File: config.mk
export PLATFORM = sky130hd
export DESIGN_NAME = ubx_frame_receiver
export DESIGN_NICKNAME = d
export VERILOG_FILES = /design/src/hdl/ubxfr_pkg.sv /design/src/hdl/ubx_frame_receiver.sv /design/src/hdl/ubxfr_cfg_regs.sv /design/src/hdl/ubxfr_parser.sv /design/src/hdl/ubxfr_out_buf.sv
export SDC_FILE = /design/constraint.sdc
export NUM_CORES = 1
export LEC_CHECK = 0
export BUFFER_PORTS_ARGS = -buffer_cell sky130_fd_sc_hd__buf_2
export CORE_ASPECT_RATIO = 2
export CORE_MARGIN = 3
export CORE_UTILIZATION = 54
export DETAILED_ROUTE_END_ITERATION = 8
export MAX_ROUTING_LAYER = met4
export PLACE_DENSITY = 0.79
export RECOVER_POWER = 50
export SYNTH_ARGS = -nofsm -noshare
export SYNTH_HDL_FRONTEND = slang
export SYNTH_SLANG_ARGS = --single-unit
File: constraint.sdc
create_clock -name aclk -period 3.5 [get_ports aclk]
set_clock_uncertainty 0.15 [all_clocks]
set_input_delay 0.7 -clock aclk [delete_from_list [all_inputs] [get_ports aclk]]
set_output_delay 0.7 -clock aclk [all_outputs]
set_load 0.02 [all_outputs]
File: src/hdl/ubxfr_pkg.sv
package ubxfr_pkg;

    // Frame sync bytes
    localparam logic [7:0] SYNC_ONE = 8'hB5;
    localparam logic [7:0] SYNC_TWO = 8'h62;

    // Register defaults
    localparam logic [7:0] CLASS_RESET = 8'h01;
    localparam logic [7:0] ID_RESET    = 8'h07;

    // Configuration register indexes
    localparam int CFG_IDX_W = 2;
    localparam logic [CFG_IDX_W-1:0] REG_CLASS = 2'd0;
    localparam logic [CFG_IDX_W-1:0] REG_ID    = 2'd1;

    // Payload size limit and derived counter width
    localparam int MAX_PAYLOAD = 128;
    localparam int LEN_W       = $clog2(MAX_PAYLOAD + 1);
    localparam int INDEX_W     = 7;

    // One result beat
    typedef struct packed {
        logic               payload_valid;
        logic [7:0]         payload_byte;
        logic [INDEX_W-1:0] byte_pos;
        logic               frame_end;
        logic               frame_ok;
        logic               length_error;
    } result_t;

    // Configured match bytes
    typedef struct packed {
        logic [7:0] expected_class;
        logic [7:0] expected_id;
    } cfg_t;

endpackage

File: src/hdl/ubx_frame_receiver.sv
// Channel  | Dir | Handshake               | Payload
// s_       | in  | s_tvalid / s_tready     | s_tdata[7:0] = rx_byte
// m_       | out | m_tvalid / m_tready     | m_tdata = index/byte, m_tlast, m_tuser = flags
// cfg_     | in  | cfg_valid / cfg_ready   | cfg_index, cfg_data
//
// One result beat per input beat, registered in the output queue when the input beat is taken.
// Throughput is one byte per clock while the output queue has room; the per-byte parser
// update is a single registered step. The two-entry queue lets an input beat be taken while
// a result waits. aresetn is synchronous, active low; registers return to 0x01 / 0x07.
// s_tready drops whenever both queue entries are full, also when m_tready is high.
module ubx_frame_receiver
    import ubxfr_pkg::*;
(
    input  logic                 aclk,
    input  logic                 aresetn,
    input  logic                 s_tvalid,
    output logic                 s_tready,
    input  logic [7:0]           s_tdata,   // [7:0] rx_byte
    output logic                 m_tvalid,
    input  logic                 m_tready,
    output logic [15:0]          m_tdata,   // [7:0] payload_byte, [14:8] byte_pos, [15] 0
    output logic                 m_tlast,   // frame_end
    output logic [2:0]           m_tuser,   // [0] payload_valid, [1] frame_ok, [2] length_error
    input  logic                 cfg_valid,
    output logic                 cfg_ready,
    input  logic [CFG_IDX_W-1:0] cfg_index,
    input  logic [7:0]           cfg_data
);

    cfg_t    cfg;
    result_t result;
    result_t head;
    logic    beat_en;
    logic    can_push;

    assign cfg_ready = 1'b1;
    assign s_tready  = can_push;
    assign beat_en   = s_tvalid && can_push;

    ubxfr_cfg_regs u_cfg (
        .aclk     (aclk),
        .aresetn  (aresetn),
        .wr_en    (cfg_valid),
        .wr_index (cfg_index),
        .wr_data  (cfg_data),
        .cfg      (cfg)
    );

    ubxfr_parser u_parser (
        .aclk    (aclk),
        .aresetn (aresetn),
        .beat_en (beat_en),
        .rx_byte (s_tdata),
        .cfg     (cfg),
        .result  (result)
    );

    ubxfr_out_buf u_out (
        .aclk      (aclk),
        .aresetn   (aresetn),
        .push      (beat_en),
        .push_data (result),
        .can_push  (can_push),
        .out_valid (m_tvalid),
        .out_ready (m_tready),
        .out_data  (head)
    );

    // Output packing
    assign m_tdata = {1'b0, head.byte_pos, head.payload_byte};
    assign m_tlast = head.frame_end;
    assign m_tuser = {head.length_error, head.frame_ok, head.payload_valid};

    // A frame end never carries payload
    assert property (@(posedge aclk) disable iff (!aresetn)
        (m_tvalid && m_tlast) |-> !m_tuser[0])
        else $error("frame end beat flagged as payload");

    // Good frame only on frame end
    assert property (@(posedge aclk) disable iff (!aresetn)
        (m_tvalid && m_tuser[1]) |-> m_tlast)
        else $error("frame_ok outside frame end");

    // Length error never coincides with payload or frame end
    assert property (@(posedge aclk) disable iff (!aresetn)
        (m_tvalid && m_tuser[2]) |-> (!m_tuser[0] && !m_tlast))
        else $error("length error on data or end beat");

    // Non-payload beats carry zero data
    assert property (@(posedge aclk) disable iff (!aresetn)
        (m_tvalid && !m_tuser[0]) |-> (m_tdata == 16'd0))
        else $error("stray data on non-payload beat");

endmodule

File: src/hdl/ubxfr_cfg_regs.sv
module ubxfr_cfg_regs
    import ubxfr_pkg::*;
(
    input  logic                 aclk,
    input  logic                 aresetn,
    input  logic                 wr_en,
    input  logic [CFG_IDX_W-1:0] wr_index,
    input  logic [7:0]           wr_data,
    output cfg_t                 cfg
);

    cfg_t cfg_reg;
    cfg_t cfg_next;

    // Register decode; unknown indexes are dropped
    always_comb begin
        cfg_next = cfg_reg;
        if (wr_en) begin
            unique case (wr_index)
                REG_CLASS: cfg_next.expected_class = wr_data;
                REG_ID:    cfg_next.expected_id    = wr_data;
                default:   ;
            endcase
        end
    end

    always_ff @(posedge aclk) begin
        if (!aresetn) begin
            cfg_reg.expected_class <= CLASS_RESET;
            cfg_reg.expected_id    <= ID_RESET;
        end else begin
            cfg_reg <= cfg_next;
        end
    end

    assign cfg = cfg_reg;

endmodule

File: src/hdl/ubxfr_parser.sv
module ubxfr_parser
    import ubxfr_pkg::*;
(
    input  logic       aclk,
    input  logic       aresetn,
    input  logic       beat_en,
    input  logic [7:0] rx_byte,
    input  cfg_t       cfg,
    output result_t    result
);

    typedef enum logic [3:0] {
        PH_SYNC1 = 4'd0,
        PH_SYNC2 = 4'd1,
        PH_CLASS = 4'd2,
        PH_ID    = 4'd3,
        PH_LENLO = 4'd4,
        PH_LENHI = 4'd5,
        PH_DATA  = 4'd6,
        PH_CKA   = 4'd7,
        PH_CKB   = 4'd8
    } phase_t;

    phase_t           phase_reg, phase_next;
    logic [7:0]       len_lo_reg, len_lo_next;
    logic [LEN_W-1:0] len_reg, len_next;
    logic [LEN_W-1:0] count_reg, count_next;
    logic [7:0]       sum_a_reg, sum_a_next;
    logic [7:0]       sum_b_reg, sum_b_next;
    logic             ck_ok_reg, ck_ok_next;

    logic [15:0]      full_len;
    logic [7:0]       add_a;
    logic [7:0]       add_b;
    logic [LEN_W-1:0] count_inc;
    phase_t           resync;

    // Running Fletcher sums with this byte folded in
    assign add_a     = sum_a_reg + rx_byte;
    assign add_b     = sum_b_reg + add_a;
    assign full_len  = {rx_byte, len_lo_reg};
    assign count_inc = count_reg + LEN_W'(1);
    assign resync    = (rx_byte == SYNC_ONE) ? PH_SYNC2 : PH_SYNC1;

    // Per-byte state update and result
    always_comb begin
        phase_next  = phase_reg;
        len_lo_next = len_lo_reg;
        len_next    = len_reg;
        count_next  = count_reg;
        sum_a_next  = sum_a_reg;
        sum_b_next  = sum_b_reg;
        ck_ok_next  = ck_ok_reg;
        result      = '0;
        unique case (phase_reg)
            PH_SYNC2: begin
                phase_next = (rx_byte == SYNC_TWO) ? PH_CLASS : resync;
            end
            PH_CLASS: begin
                if (rx_byte == cfg.expected_class) begin
                    sum_a_next = rx_byte;
                    sum_b_next = rx_byte;
                    phase_next = PH_ID;
                end else begin
                    phase_next = resync;
                end
            end
            PH_ID: begin
                if (rx_byte == cfg.expected_id) begin
                    sum_a_next = add_a;
                    sum_b_next = add_b;
                    phase_next = PH_LENLO;
                end else begin
                    phase_next = resync;
                end
            end
            PH_LENLO: begin
                sum_a_next  = add_a;
                sum_b_next  = add_b;
                len_lo_next = rx_byte;
                phase_next  = PH_LENHI;
            end
            PH_LENHI: begin
                sum_a_next = add_a;
                sum_b_next = add_b;
                len_next   = full_len[LEN_W-1:0];
                count_next = '0;
                if (full_len > 16'(MAX_PAYLOAD)) begin
                    result.length_error = 1'b1;
                    phase_next          = PH_SYNC1;
                end else if (full_len == 16'd0) begin
                    phase_next = PH_CKA;
                end else begin
                    phase_next = PH_DATA;
                end
            end
            PH_DATA: begin
                sum_a_next             = add_a;
                sum_b_next             = add_b;
                result.payload_valid   = 1'b1;
                result.payload_byte    = rx_byte;
                result.byte_pos        = count_reg[INDEX_W-1:0];
                count_next             = count_inc;
                if (count_inc >= len_reg) begin
                    phase_next = PH_CKA;
                end
            end
            PH_CKA: begin
                ck_ok_next = (rx_byte == sum_a_reg);
                phase_next = PH_CKB;
            end
            PH_CKB: begin
                result.frame_end = 1'b1;
                result.frame_ok  = ck_ok_reg && (rx_byte == sum_b_reg);
                ck_ok_next       = 1'b0;
                phase_next       = PH_SYNC1;
            end
            default: begin
                // first sync byte and unused codes
                phase_next = resync;
            end
        endcase
    end

    always_ff @(posedge aclk) begin
        if (!aresetn) begin
            phase_reg  <= PH_SYNC1;
            len_lo_reg <= '0;
            len_reg    <= '0;
            count_reg  <= '0;
            sum_a_reg  <= '0;
            sum_b_reg  <= '0;
            ck_ok_reg  <= 1'b0;
        end else if (beat_en) begin
            phase_reg  <= phase_next;
            len_lo_reg <= len_lo_next;
            len_reg    <= len_next;
            count_reg  <= count_next;
            sum_a_reg  <= sum_a_next;
            sum_b_reg  <= sum_b_next;
            ck_ok_reg  <= ck_ok_next;
        end
    end

endmodule

File: src/hdl/ubxfr_out_buf.sv
module ubxfr_out_buf
    import ubxfr_pkg::*;
(
    input  logic    aclk,
    input  logic    aresetn,
    input  logic    push,
    input  result_t push_data,
    output logic    can_push,
    output logic    out_valid,
    input  logic    out_ready,
    output result_t out_data
);

    // Two-entry circular result queue with read and write pointers
    result_t    entry_reg [2];
    logic       wr_ptr_reg, wr_ptr_next;
    logic       rd_ptr_reg, rd_ptr_next;
    logic [1:0] count_reg, count_next;
    logic       pop;

    assign can_push  = (count_reg != 2'd2);
    assign out_valid = (count_reg != 2'd0);
    assign out_data  = entry_reg[rd_ptr_reg];
    assign pop       = out_valid && out_ready;

    always_comb begin
        wr_ptr_next = wr_ptr_reg ^ push;
        rd_ptr_next = rd_ptr_reg ^ pop;
        count_next  = count_reg + {1'b0, push} - {1'b0, pop};
    end

    always_ff @(posedge aclk) begin
        if (push) begin
            entry_reg[wr_ptr_reg] <= push_data;
        end
        if (!aresetn) begin
            wr_ptr_reg <= 1'b0;
            rd_ptr_reg <= 1'b0;
            count_reg  <= 2'd0;
        end else begin
            wr_ptr_reg <= wr_ptr_next;
            rd_ptr_reg <= rd_ptr_next;
            count_reg  <= count_next;
        end
    end

endmodule

==> impl_metrics.tcl <==
set metrics [dict create \
    antenna_found_initial 0 \
    synth_mux_area_share_pct 10.1 \
    yosys.area.top_type_share_pct 23.2 \
    slew_violations 56 \
    clkLatencyLatePin_ps 360 \
    largest_register_ffs 38 \
    vias 4386 \
    worstPathCellList "buf_2 > ha_1 > fa_1 > a21o_1 > a21oi_2 > nor2b_1 > o21a_1 > nor2_1 > xnor2_1 > ha_1 > a31oi_1 > or4_1 > a21o_1 > a31oi_1" \
    p_switching_w 0.000948 \
    max_slew.worst_pin.slew_ps 1740 \
    critPathArrivalTime_ps 3420 \
    synth_top_family_by_area "simple AND/OR/NAND/NOR gates" \
    die_area_um2 11900 \
    critPathMaxFanout 2 \
    synth_flop_cell "dfxtp_1" \
    port_buffers 43 \
    grt_usage_pct 23.7 \
    synth-xor-area-share_pct 6.77 \
    fin_crit_ps 3290 \
    drive_above_1_share_pct 16.4 \
    ctsResizeCount 0 \
    worstHoldPathType "reg2reg" \
    crit_slowest_cell "or4_1" \
    synth_area_leaders "dfxtp_1, edfxtp_1, mux2i_1" \
    io_pins 46 \
    synthesis.area_um2 5690 \
    final_cells 743 \
    required_ps 3630 \
    num_rows 52 \
    drt_iter0_drc 209 \
    setup_violations 0 \
    netSwitchingFraction_pct 30.0 \
    relSlewSlack_pct -16.2 \
    cts_hold_buf 0 \
    grt_pass1_vias 4518 \
    start_util_pct 55.7 \
    synth_nets 621 \
    violations "max-capacitance violations, max-slew violations" \
    cts.sinks 104 \
    core_um2 10200 \
    drc 0 \
    ys_warn_count 0 \
    clk_pin_slew_ps 70 \
    die_w_um 78.6 \
    leakage_nw 2.57 \
    critPathKind "in2reg" \
    hpwl_um 9400 \
    placed_area_um2 6010 \
    synth_edf_count 38 \
    place_congestion 0.908 \
    synth_seq_cells 104 \
    rr_worst_depth 13 \
    end_kind "flop" \
    power_frac_seq_pct 45.6 \
    drtAntennaViolNets 0 \
    cts.htree.levels 3 \
    clockBufferDepth 2 \
    cellPowerDensity_nw_per_um2 501 \
    fmax_mhz 304 \
    pwr-share-clk_pct 34.0 \
    dp_cells 727 \
    cp_slowest_stage_delay_ps 440 \
    worst_slack_ps 215 \
    async_flop_share_pct 0 \
    run_status "finished with violations" \
    start_kind "primary input" \
    hold_viol_final 0 \
    cts_setup_buffers 0 \
    grt_pass1_wl_um 21300 \
    synthSimpleGateAreaFrac_pct 16.5 \
    drt-wirelength-per-cell_um 17.1 \
    wl_um 12700 \
    timing.final.crit_share_pct 93.9 \
    yosysMostFrequentCell "dfxtp_1" \
    yosys.area.top_type "dfxtp_1" \
    fillers 865 \
    internal_power_w 0.00221 \
    syn_to_final_growth_pct 10.9 \
    final_area_um2 6310 \
    whs_path_depth 2 \
    drt_first_pass_iters 4 \
    grt_overflow 0 \
    syn_area_per_cell_um2 10.0 \
    rsz0062_at_grt "false" \
    cts-root-buf "clkbuf_16" \
    antenna_cells 0 \
    synthAdderAreaFrac_pct 6.86 \
    die_h_um 151 \
    worst_hold_slack_ps 358 \
    synth-compound-area-share_pct 11.7 \
    finalNetCount 656 \
    ys_types 61 \
    synth_common_cells "dfxtp_1, nor2_1, edfxtp_1, mux2i_1, ha_1" \
    cts_buffers 9 \
    peakVddDrop_mv 0.297 \
    combPwrFrac_pct 20.4 \
    grt_max_degree 56 \
    maxCapViolations 1 \
    cts_tree "built" \
    dp_slack_ps -152 \
    viasPerCell 5.90 \
    seq_area_frac_synth_pct 43.3 \
    setup-tns-final_ps 0 \
    syn_inst 568 \
]
==> path summary, 6_finish.rpt <==
check	startpoint	slack (ps)	end
worst max-delay path	s_tdata[0]	210	u_parser.sum_b_reg[7]$_SDFFE_PN0P_
worst min-delay path	u_parser.sum_a_reg[4]$_SDFFE_PN0P_	360	u_parser.sum_a_reg[4]$_SDFFE_PN0P_
worst max register to register	u_parser.sum_a_reg[0]$_SDFFE_PN0P_	360	u_parser.sum_b_reg[7]$_SDFFE_PN0P_
worst min register to register	u_parser.sum_a_reg[4]$_SDFFE_PN0P_	360	u_parser.sum_a_reg[4]$_SDFFE_PN0P_
==> cells by family (layout without fill, tap and decap cells) <==
family	Yosys count	in the layout
compound gates	98	98
xor+xnor	44	44
fa+ha+maj	30	30
buf+inv	53	93
flops	104	104
mux	55	55
other cells	2	2
simple gates	182	182
==> worst max-delay path, delay by kind of cell <==
kind                     cells  cell delay [ps]
buffers and inverters        1              110
XOR/XNOR                     1               80
AND/OR/NAND/NOR              3              610
adder cells (fa/ha/maj)      3              920
AO/OA/AOI/OAI                6              980
==> final cells by class <==
| class | count | area (um^2) | share of cell area (%) |
|---|---|---|---|
| clock inverters | 7 | 93.8 | 1.49 |
| repair buffers | 58 | 333 | 5.27 |
| well taps | 135 | 169 | 2.68 |
| clock buffers | 9 | 225 | 3.57 |
| flip-flops and latches | 104 | 2460 | 39.0 |
| multi-input cells | 411 | 2960 | 46.8 |
| inverters | 19 | 71.3 | 1.13 |
==> layer usage <==
| layer | track usage, % | up-vias | wire length (um) |
|---|---|---|---|
| li1 | - | 2094 | - |
| met1 | 22.7 | 2091 | 4430 |
| met2 | 43.2 | 138 | 7020 |
| met3 | 2.80 | 63 | 509 |
| met4 | 16.4 | 0 | 777 |
| met5 | - | - | 0 |
==> power by group through the flow <==
stage               Combinational, W  Sequential [W]  Clock, W
finish                      0.000646         0.00144   0.00107
global route                0.000700         0.00146   0.00113
CTS                         0.000657         0.00144   0.00109
detailed placement          0.000654         0.00147         0
global placement            0.000637         0.00146         0
floorplan                   0.000515         0.00142         0
==> cell usage in the layout (no fill, tap or decap), types with 6 or more instances in the layout <==
cell type | synthesis | final
dfxtp_1 | 66 | 66
nor2_1 | 65 | 65
buf_2 | 5 | 40
edfxtp_1 | 38 | 38
mux2i_1 | 36 | 36
ha_1 | 28 | 27
a21oi_1 | 25 | 24
xnor2_1 | 22 | 22
xor2_1 | 22 | 22
inv_1 | 17 | 19
nand2_1 | 19 | 19
mux2_2 | 19 | 19
and2_0 | 0 | 16
nand3_1 | 16 | 16
o21ai_0 | 13 | 13
buf_4 | 10 | 13
nor3_1 | 10 | 11
a21o_1 | 11 | 11
a211oi_1 | 10 | 10
clkbuf_16 | 0 | 9
nor4_1 | 8 | 8
a31oi_1 | 8 | 8
or3_1 | 6 | 6
and3_1 | 6 | 6
nand2b_1 | 6 | 6
and2_1 | 22 | 6
==> through the flow <==
stage	util, %	power, W
after floorplan	-	0.00193
after global placement	58.8	0.00210
after detailed placement	58.8	0.00212
after CTS	61.9	0.00319
after global routing	61.8	0.00329
final	61.8	0.00316
(Power assumes the default switching activity.)
